**src/rtl/core/rlcp_pkg.sv**
```systemverilog
// Shared types and constants for the relay list command parser.
package rlcp_pkg;

   localparam int unsigned LINE_COUNT = 1024;
   localparam int unsigned BUS_COUNT  = 4;

   localparam logic [7:0] CH_AT    = 8'h40;
   localparam logic [7:0] CH_COMMA = 8'h2C;
   localparam logic [7:0] CH_COLON = 8'h3A;
   localparam logic [7:0] CH_OPEN  = 8'h28;
   localparam logic [7:0] CH_CLOSE = 8'h29;
   localparam logic [7:0] CH_ZERO  = 8'h30;
   localparam logic [7:0] CH_NINE  = 8'h39;

   // last digit position of a token (prefix sits at position 0)
   localparam logic [2:0] TOKEN_LAST_POS = 3'd6;

   localparam logic [2:0] KIND_SEQU = 3'd4;
   localparam logic [2:0] KIND_GRUP = 3'd5;
   localparam logic [2:0] KIND_NONE = 3'd6;

   localparam logic [1:0] ST_OK   = 2'd0;
   localparam logic [1:0] ST_FMT  = 2'd1;
   localparam logic [1:0] ST_PARA = 2'd2;

   localparam logic [1:0] PFX_AT    = 2'd0;
   localparam logic [1:0] PFX_COMMA = 2'd1;
   localparam logic [1:0] PFX_COLON = 2'd2;
   localparam logic [1:0] PFX_BAD   = 2'd3;

   typedef struct packed {
      logic [2:0] op_kind;
      logic [1:0] bus_number;
      logic [9:0] line_number;
      logic       list_end;
      logic [1:0] status;
      logic       last_of_item;
   } res_type;

endpackage

```
**src/rtl/core/rlcp_parse.sv**
```systemverilog
// Character parser: token state, digit accumulation and result generation.
module rlcp_parse (
   input  logic              clock,
   input  logic              reset,
   input  logic              accept,
   input  logic [7:0]        char_code,
   input  logic              is_last,
   input  logic [1:0]        op_type,
   output rlcp_pkg::res_type res0,
   output rlcp_pkg::res_type res1,
   output logic [1:0]        res_count
);
   import rlcp_pkg::*;

   logic        started_ff, started_in;
   logic [2:0]  pos_ff, pos_in;
   logic [1:0]  prefix_ff, prefix_in;
   logic [6:0]  bus_ff, bus_in;
   logic [13:0] line_ff, line_in;
   logic [1:0]  op_ff, op_in;
   logic [1:0]  ferr_ff, ferr_in;
   logic        derr_ff, derr_in;

   logic [3:0]  digit;
   logic        is_digit;
   logic [1:0]  end_status;

   function automatic res_type make_res(logic [2:0] kind, logic [6:0] bus, logic [13:0] line,
                                        logic lend, logic [1:0] st, logic lst);
      res_type r;
      r.op_kind      = kind;
      r.bus_number   = bus[1:0];
      r.line_number  = line[9:0];
      r.list_end     = lend;
      r.status       = st;
      r.last_of_item = lst;
      return r;
   endfunction

   always_comb begin
      started_in = started_ff;
      pos_in     = pos_ff;
      prefix_in  = prefix_ff;
      bus_in     = bus_ff;
      line_in    = line_ff;
      op_in      = op_ff;
      ferr_in    = ferr_ff;
      derr_in    = derr_ff;
      res0       = make_res(KIND_NONE, 7'd0, 14'd0, 1'b0, ST_OK, 1'b1);
      res1       = make_res(KIND_NONE, 7'd0, 14'd0, 1'b0, ST_OK, 1'b1);
      res_count  = 2'd0;
      digit      = 4'(char_code - CH_ZERO);
      is_digit   = char_code inside {[CH_ZERO:CH_NINE]};
      end_status = ST_OK;

      if (char_code != CH_CLOSE) begin
         end_status = ST_FMT;
      end else if (ferr_ff != ST_OK) begin
         end_status = ferr_ff;
      end else if (pos_ff != 3'd0) begin
         end_status = ST_FMT;
      end

      if (accept) begin
         if (!started_ff) begin
            op_in      = op_type;
            started_in = 1'b1;
            pos_in     = 3'd0;
            if (char_code != CH_OPEN) begin
               ferr_in = ST_FMT;
            end
            if (is_last) begin
               res0      = make_res(KIND_NONE, 7'd0, 14'd0, 1'b1, ST_FMT, 1'b1);
               res_count = 2'd1;
            end
         end else if (is_last) begin
            if (end_status == ST_OK) begin
               res0 = make_res(KIND_GRUP, 7'd0, 14'd1, 1'b1, ST_OK, 1'b1);
            end else begin
               res0 = make_res(KIND_NONE, 7'd0, 14'd0, 1'b1, end_status, 1'b1);
            end
            res_count = 2'd1;
         end else if (pos_ff == 3'd0) begin
            case (char_code)
               CH_AT:    prefix_in = PFX_AT;
               CH_COMMA: prefix_in = PFX_COMMA;
               CH_COLON: prefix_in = PFX_COLON;
               default:  prefix_in = PFX_BAD;
            endcase
            bus_in  = 7'd0;
            line_in = 14'd0;
            derr_in = 1'b0;
            pos_in  = 3'd1;
         end else begin
            if (is_digit) begin
               if (pos_ff <= 3'd2) begin
                  bus_in = 7'(bus_ff * 7'd10) + {3'd0, digit};
               end else begin
                  line_in = 14'(line_ff * 14'd10) + {10'd0, digit};
               end
            end else begin
               derr_in = 1'b1;
            end
            if (pos_ff >= TOKEN_LAST_POS) begin
               pos_in = 3'd0;
               if (ferr_ff == ST_OK) begin
                  if (derr_in) begin
                     ferr_in = ST_FMT;
                  end else if (32'(line_in) >= LINE_COUNT || 32'(bus_in) >= BUS_COUNT) begin
                     ferr_in = ST_PARA;
                  end else begin
                     case (prefix_ff)
                        PFX_AT: begin
                           res0 = make_res(KIND_GRUP, 7'd0, 14'd0, 1'b0, ST_OK, 1'b0);
                           res1 = make_res({1'b0, op_ff}, bus_in, line_in, 1'b0, ST_OK, 1'b1);
                           res_count = 2'd2;
                        end
                        PFX_COMMA: begin
                           res0 = make_res({1'b0, op_ff}, bus_in, line_in, 1'b0, ST_OK, 1'b1);
                           res_count = 2'd1;
                        end
                        PFX_COLON: begin
                           res0 = make_res(KIND_SEQU, bus_in, line_in, 1'b0, ST_OK, 1'b1);
                           res_count = 2'd1;
                        end
                        default: ferr_in = ST_FMT;
                     endcase
                  end
               end
            end else begin
               pos_in = pos_ff + 3'd1;
            end
         end

         if (is_last) begin
            started_in = 1'b0;
            pos_in     = 3'd0;
            prefix_in  = PFX_AT;
            bus_in     = 7'd0;
            line_in    = 14'd0;
            op_in      = 2'd0;
            ferr_in    = ST_OK;
            derr_in    = 1'b0;
         end
      end
   end

   always_ff @(posedge clock) begin
      if (reset) begin
         started_ff <= 1'b0;
         pos_ff     <= 3'd0;
         prefix_ff  <= PFX_AT;
         bus_ff     <= 7'd0;
         line_ff    <= 14'd0;
         op_ff      <= 2'd0;
         ferr_ff    <= ST_OK;
         derr_ff    <= 1'b0;
      end else begin
         started_ff <= started_in;
         pos_ff     <= pos_in;
         prefix_ff  <= prefix_in;
         bus_ff     <= bus_in;
         line_ff    <= line_in;
         op_ff      <= op_in;
         ferr_ff    <= ferr_in;
         derr_ff    <= derr_in;
      end
   end

endmodule

```
**src/rtl/core/relay_list_command_parser.sv**
```systemverilog
// Top level of the relay list command parser: parser plus result queue.
//
//   channel   dir  tdata                     tuser      tlast
//   req_      in   char_code                 op_type    is_last
//   rsp_      out  bus,line,status,last_item op_kind    list_end
//
// One character is taken per cycle while req_tready is high; the results it causes
// land in a four-entry result queue at the same edge and leave one per cycle.
// A group-start token yields two results, so req_tready needs two free slots.
// Reset is synchronous and clears parser state and the queue.
// A stall on rsp_ only holds req_ once the queue has fewer than two free slots.
module relay_list_command_parser (
   input  logic        clock,
   input  logic        reset,
   input  logic        req_tvalid,
   output logic        req_tready,
   input  logic [7:0]  req_tdata,   // [7:0] char_code
   input  logic [1:0]  req_tuser,   // [1:0] op_type
   input  logic        req_tlast,
   output logic        rsp_tvalid,
   input  logic        rsp_tready,
   output logic [15:0] rsp_tdata,   // [1:0] bus_number, [11:2] line_number,
                                    // [13:12] status, [14] last_of_item, [15] zero
   output logic [2:0]  rsp_tuser,   // [2:0] op_kind
   output logic        rsp_tlast
);
   import rlcp_pkg::*;

   logic       req_xfer;
   logic       rsp_xfer;
   res_type    res0;
   res_type    res1;
   logic [1:0] res_count;
   res_type    queue_ff [4];
   logic [1:0] wr_ptr_ff, wr_ptr_in;
   logic [1:0] rd_ptr_ff, rd_ptr_in;
   logic [2:0] count_ff, count_in;
   res_type    head;

   assign req_tready = (count_ff <= 3'd2);
   assign req_xfer   = req_tvalid && req_tready;
   assign rsp_tvalid = (count_ff != 3'd0);
   assign rsp_xfer   = rsp_tvalid && rsp_tready;

   rlcp_parse u_parse (
      .clock     (clock),
      .reset     (reset),
      .accept    (req_xfer),
      .char_code (req_tdata),
      .is_last   (req_tlast),
      .op_type   (req_tuser),
      .res0      (res0),
      .res1      (res1),
      .res_count (res_count)
   );

   always_comb begin
      wr_ptr_in = wr_ptr_ff + res_count;
      rd_ptr_in = rd_ptr_ff + {1'b0, rsp_xfer};
      count_in  = count_ff + {1'b0, res_count} - {2'd0, rsp_xfer};
   end

   always_ff @(posedge clock) begin
      if (res_count != 2'd0) begin
         queue_ff[wr_ptr_ff] <= res0;
      end
      if (res_count == 2'd2) begin
         queue_ff[wr_ptr_ff + 2'd1] <= res1;
      end
   end

   always_ff @(posedge clock) begin
      if (reset) begin
         wr_ptr_ff <= 2'd0;
         rd_ptr_ff <= 2'd0;
         count_ff  <= 3'd0;
      end else begin
         wr_ptr_ff <= wr_ptr_in;
         rd_ptr_ff <= rd_ptr_in;
         count_ff  <= count_in;
      end
   end

   assign head      = queue_ff[rd_ptr_ff];
   assign rsp_tdata = {1'b0, head.last_of_item, head.status, head.line_number, head.bus_number};
   assign rsp_tuser = head.op_kind;
   assign rsp_tlast = head.list_end;

   a_no_overflow: assert property (@(posedge clock) disable iff (reset)
      count_ff <= 3'd4)
      else $error("result queue overflow");

   a_results_need_accept: assert property (@(posedge clock) disable iff (reset)
      !req_xfer |-> res_count == 2'd0)
      else $error("results without an accepted character");

   a_end_closes_item: assert property (@(posedge clock) disable iff (reset)
      rsp_tvalid && rsp_tlast |-> head.last_of_item)
      else $error("list end result not last of its character");

   a_status_only_at_end: assert property (@(posedge clock) disable iff (reset)
      rsp_tvalid && !rsp_tlast |-> head.status == ST_OK)
      else $error("status reported before list end");

endmodule
```
**config.mk**
```make
export PLATFORM = sky130hd
export DESIGN_NAME = relay_list_command_parser
export DESIGN_NICKNAME = d
export VERILOG_FILES = /design/src/rtl/core/rlcp_pkg.sv /design/src/rtl/core/rlcp_parse.sv /design/src/rtl/core/relay_list_command_parser.sv
export SDC_FILE = /design/constraint.sdc
export NUM_CORES = 1
export LEC_CHECK = 0
export BUFFER_PORTS_ARGS = -buffer_cell sky130_fd_sc_hd__buf_2
export CELL_PAD_IN_SITES_DETAIL_PLACEMENT = 0
export CELL_PAD_IN_SITES_GLOBAL_PLACEMENT = 1
export CORE_MARGIN = 4
export CORE_UTILIZATION = 49
export CTS_BUF_LIST = sky130_fd_sc_hd__clkbuf_8 sky130_fd_sc_hd__clkbuf_16
export DETAILED_ROUTE_END_ITERATION = 8
export PLACE_DENSITY_LB_ADDON = 0.05
export SYNTH_ARGS = -nofsm -noshare
export SYNTH_HDL_FRONTEND = slang
export SYNTH_SLANG_ARGS = --single-unit
```
**constraint.sdc**
```tcl
create_clock -name clock -period 6.9 [get_ports clock]
set_clock_uncertainty 0.2 [all_clocks]
set_input_delay 0.69 -clock clock [delete_from_list [all_inputs] [get_ports clock]]
set_output_delay 0.69 -clock clock [all_outputs]
set_load 0.03 [all_outputs]
```
==> metrics.csv <==
stage,metric,value,unit
timing,Max Transition Viols Final,0,
setup_path,crit path kind,reg -> reg,
logic_synthesis,sequential area share after synthesis,41.2,%
setup_path,crit path DAT,5.20,ns
routing,Via Count,5580,
floorplan,core area,14000,um2
floorplan,Initial Utilization,50.4,%
logic_synthesis,synthesized instance count,714,
cells_and_area,Multi-input gate area,3880,um2
clocking,CTS tree,yes,
logic_synthesis,Avg Synthesized Cell Area,9.87,um2
setup_path,Worst setup EP type,flop,
setup_path,R2R depth,15,
power,combinational share of power,21.5,%
grt,vias in the first global route,5532,
floorplan,Die Area,16400,um2
timing,Max Clk Rate,187,MHz
hold_path,hold path depth,2,
setup_path,CP required,6.75,ns
cells_and_area,Nets,799,
power,Pint,1.50,mW
grt,initial antenna violation count,0,
power,sw power,0.654,mW
timing,Fin. Hold Viols,0,
cells_and_area,register area,2900,um2
placement,I/O Buffers,35,
grt,GRT Total Usage,22.9,%
grt,largest net degree at the start of global routing,41,
placement,dpl hpwl,13.0,mm
cells_and_area,fin util,56.5,%
clocking,Clock Tree Root,clkbuf_16,
cells_and_area,antenna cells,0,
status,outcome,"finished, final reports clean",
logic_synthesis,"EDFF count, synth",60,
timing,Final setup viols,0,
routing,initial DRC count,465,
routing,drt first pass iters,7,
clocking,htree depth,4,
power,P per Cell Area,272,nW/um2
setup_path,CP max FO,15,
routing,final wirelength,18.1,mm
cells_and_area,"commonest non-fill, non-tap cell in the layout",nor2_1,
timing,TNS Setup,0,ns
clocking,Post-CTS Resized,0,
floorplan,# rows,43,
floorplan,Die H,128,um
clocking,Post-CTS Hold Fix Bufs,0,
clocking,"CTS clk-pin slew, worst paths",0.05,ns
clocking,CTS Buffer Depth,2,
timing,Tcrit/Tclk final,77.6,%
power,Reg power frac,37.2,%
cells_and_area,FILL cells,1286,
setup_path,Startpoint Class,flop,
timing,minimum clock period,5.35,ns
logic_synthesis,commonest register cell after synthesis,edfxtp_1,
clocking,Worst-Skew Late Latency,0.42,ns
placement,GP Congestion,0.904,
hold_path,Hold Crit Class,reg -> reg,
power,Clk network pwr share,41.3,%
power,Leakage,2.87,nW
routing,DR WL/cell,19.4,um
grt,first-pass GRT wire length,29.5,mm
logic_synthesis,distinct cell type count after synthesis,82,
floorplan,top-level port count,37,
cells_and_area,P&R area growth vs syn,12.3,%
clocking,number of CTS-inserted buffers,17,
logic_synthesis,post-synthesis register bit count,115,
routing,vias per cell,6.00,
timing,Slew headroom,10.6,%
grt,total global routing overflow,0,
clocking,Post-CTS Setup Inserts,0,
logic_synthesis,yosys warns,0,
cells_and_area,"leading cell types in the layout, fill and taps excluded","122 x nor2_1, 60 x edfxtp_1, 55 x dfxtp_1, 42 x ha_1, 41 x a21oi_1",
job,max cap viols,0,
timing,unrepaired setup endpoints after global routing,no,
power,Net Sw Frac,30.4,%
timing,Least-Margin Pin Slew,1.33,ns
timing,Min Hold Slack,0.266,ns
routing,antenna-violating nets left,0,
logic_synthesis,"Cell Area, Synth",7050,um2
routing,DRC violations left,0,
logic_synthesis,Post-Syn Nets,776,
cells_and_area,layout cell share with drive strength beyond 1,15.9,%
logic_synthesis,async set or reset register ratio after synthesis,0,%
clocking,CTS sink cnt,115,
power,Max VDD drop,0.000138,V
floorplan,die width,128,um
critical path: stages (launching register included):
cell,delay (ns)
dfxtp_1,0.43
ha_1,0.27
ha_1,0.22
inv_1,0.07
fa_1,0.47
nand2b_1,0.19
nor4_1,0.27
nand3_1,0.19
nor4b_4,0.32
xnor2_1,0.16
o21ai_1,0.13
a2111oi_4,0.42
nand3_2,0.26
o21ai_2,0.51
nand2_1,0.26
nand2_1,0.60
power by group through the flow:
stage	registers, mW	logic [mW]	clock network, mW
finish	0.802	0.463	0.889
global route	0.806	0.504	0.935
CTS	0.801	0.469	0.895
detailed placement	0.814	0.467	0
global placement	0.813	0.465	0
floorplan	0.794	0.367	0
synthesized netlist by cell type (4+ instances only):
master      n  share of area, %
nor2_1    122               6.5
edfxtp_1   60                26
dfxtp_1    55                16
ha_1       42               7.5
a21oi_1    41               2.9
nand2_1    37               2.0
nand3_1    30               2.1
inv_1      25               1.3
clkbuf_1   22               1.2
xnor2_1    21               2.6
mux4_2     19               6.1
o21ai_0    17               1.2
nor3_1     16               1.1
a22oi_1    12               1.3
xor2_1     11               1.4
nand2b_1   10              0.89
o32ai_1     9               1.1
or3_1       8              0.71
mux2i_1     7              0.99
nor2b_1     7              0.62
nor4_1      7              0.62
a31o_2      6              0.75
and2_1      6              0.53
buf_2       6              0.43
a211oi_1    5              0.53
and3_1      5              0.44
fa_1        5               1.4
nand4_1     5              0.44
o31ai_1     5              0.53
a21o_1      4              0.43
a31oi_1     4              0.36
buf_1       4              0.21
stage by stage:
step	instance area (um2)	setup WS, ns	std cells	total power, mW
global placement	7320	1.64	898	1.28
finish	7910	1.55	930	2.15
CTS	7910	1.53	930	2.16
global route	7910	1.16	930	2.25
floorplan	7050	2.10	714	1.16
detailed placement	7320	1.56	898	1.28
per-layer routing:
metal  track usage (%)  share of wire (%)  up-vias
li1                  -                  -     2681
met1              31.7                 46     2721
met2              37.3                 48      149
met3              4.25                5.1       29
met4              6.05                1.4        0
met5                 0                  0        -
registers in the layout (all words and copies together), names as in the netlist, 3 cells and up:
register and count:
u_parse.pos_ff 3, queue_ff 76, count_ff 3, u_parse.bus_ff 7, u_parse.line_ff 14
worst paths after layout:
path | end | start | slack (ns)
hold / removal | queue_ff[3][0] | queue_ff[3][0] | 0.27
setup / recovery | queue_ff[0][4] | u_parse.line_ff[1] | 1.55
setup reg to reg | queue_ff[0][4] | u_parse.line_ff[1] | 1.55
hold reg to reg | queue_ff[3][0] | queue_ff[3][0] | 0.27
kinds of logic after synthesis:
group                    Yosys count  share of synthesized area [%]
adder cells (fa/ha/maj)           47                           8.88
AO/OA/AOI/OAI                    149                           15.0
other                              1                         0.0532
AND/OR/NAND/NOR                  280                           19.6
multiplexers                      28                           7.55
flip-flops                       115                           41.2
XOR/XNOR                          32                           3.98
buffers and inverters             62                           3.78
cell type report:
class	count	share of cell area (%)
Clock inverter	15	2.10
Clock buffer	17	5.38
Inverter	25	1.19
Timing Repair Buffer	41	2.78
Multi-Input combinational cell	537	49.0
Sequential cell	115	36.7
Tap cell	180	2.85
(Power assumes the default switching activity.)
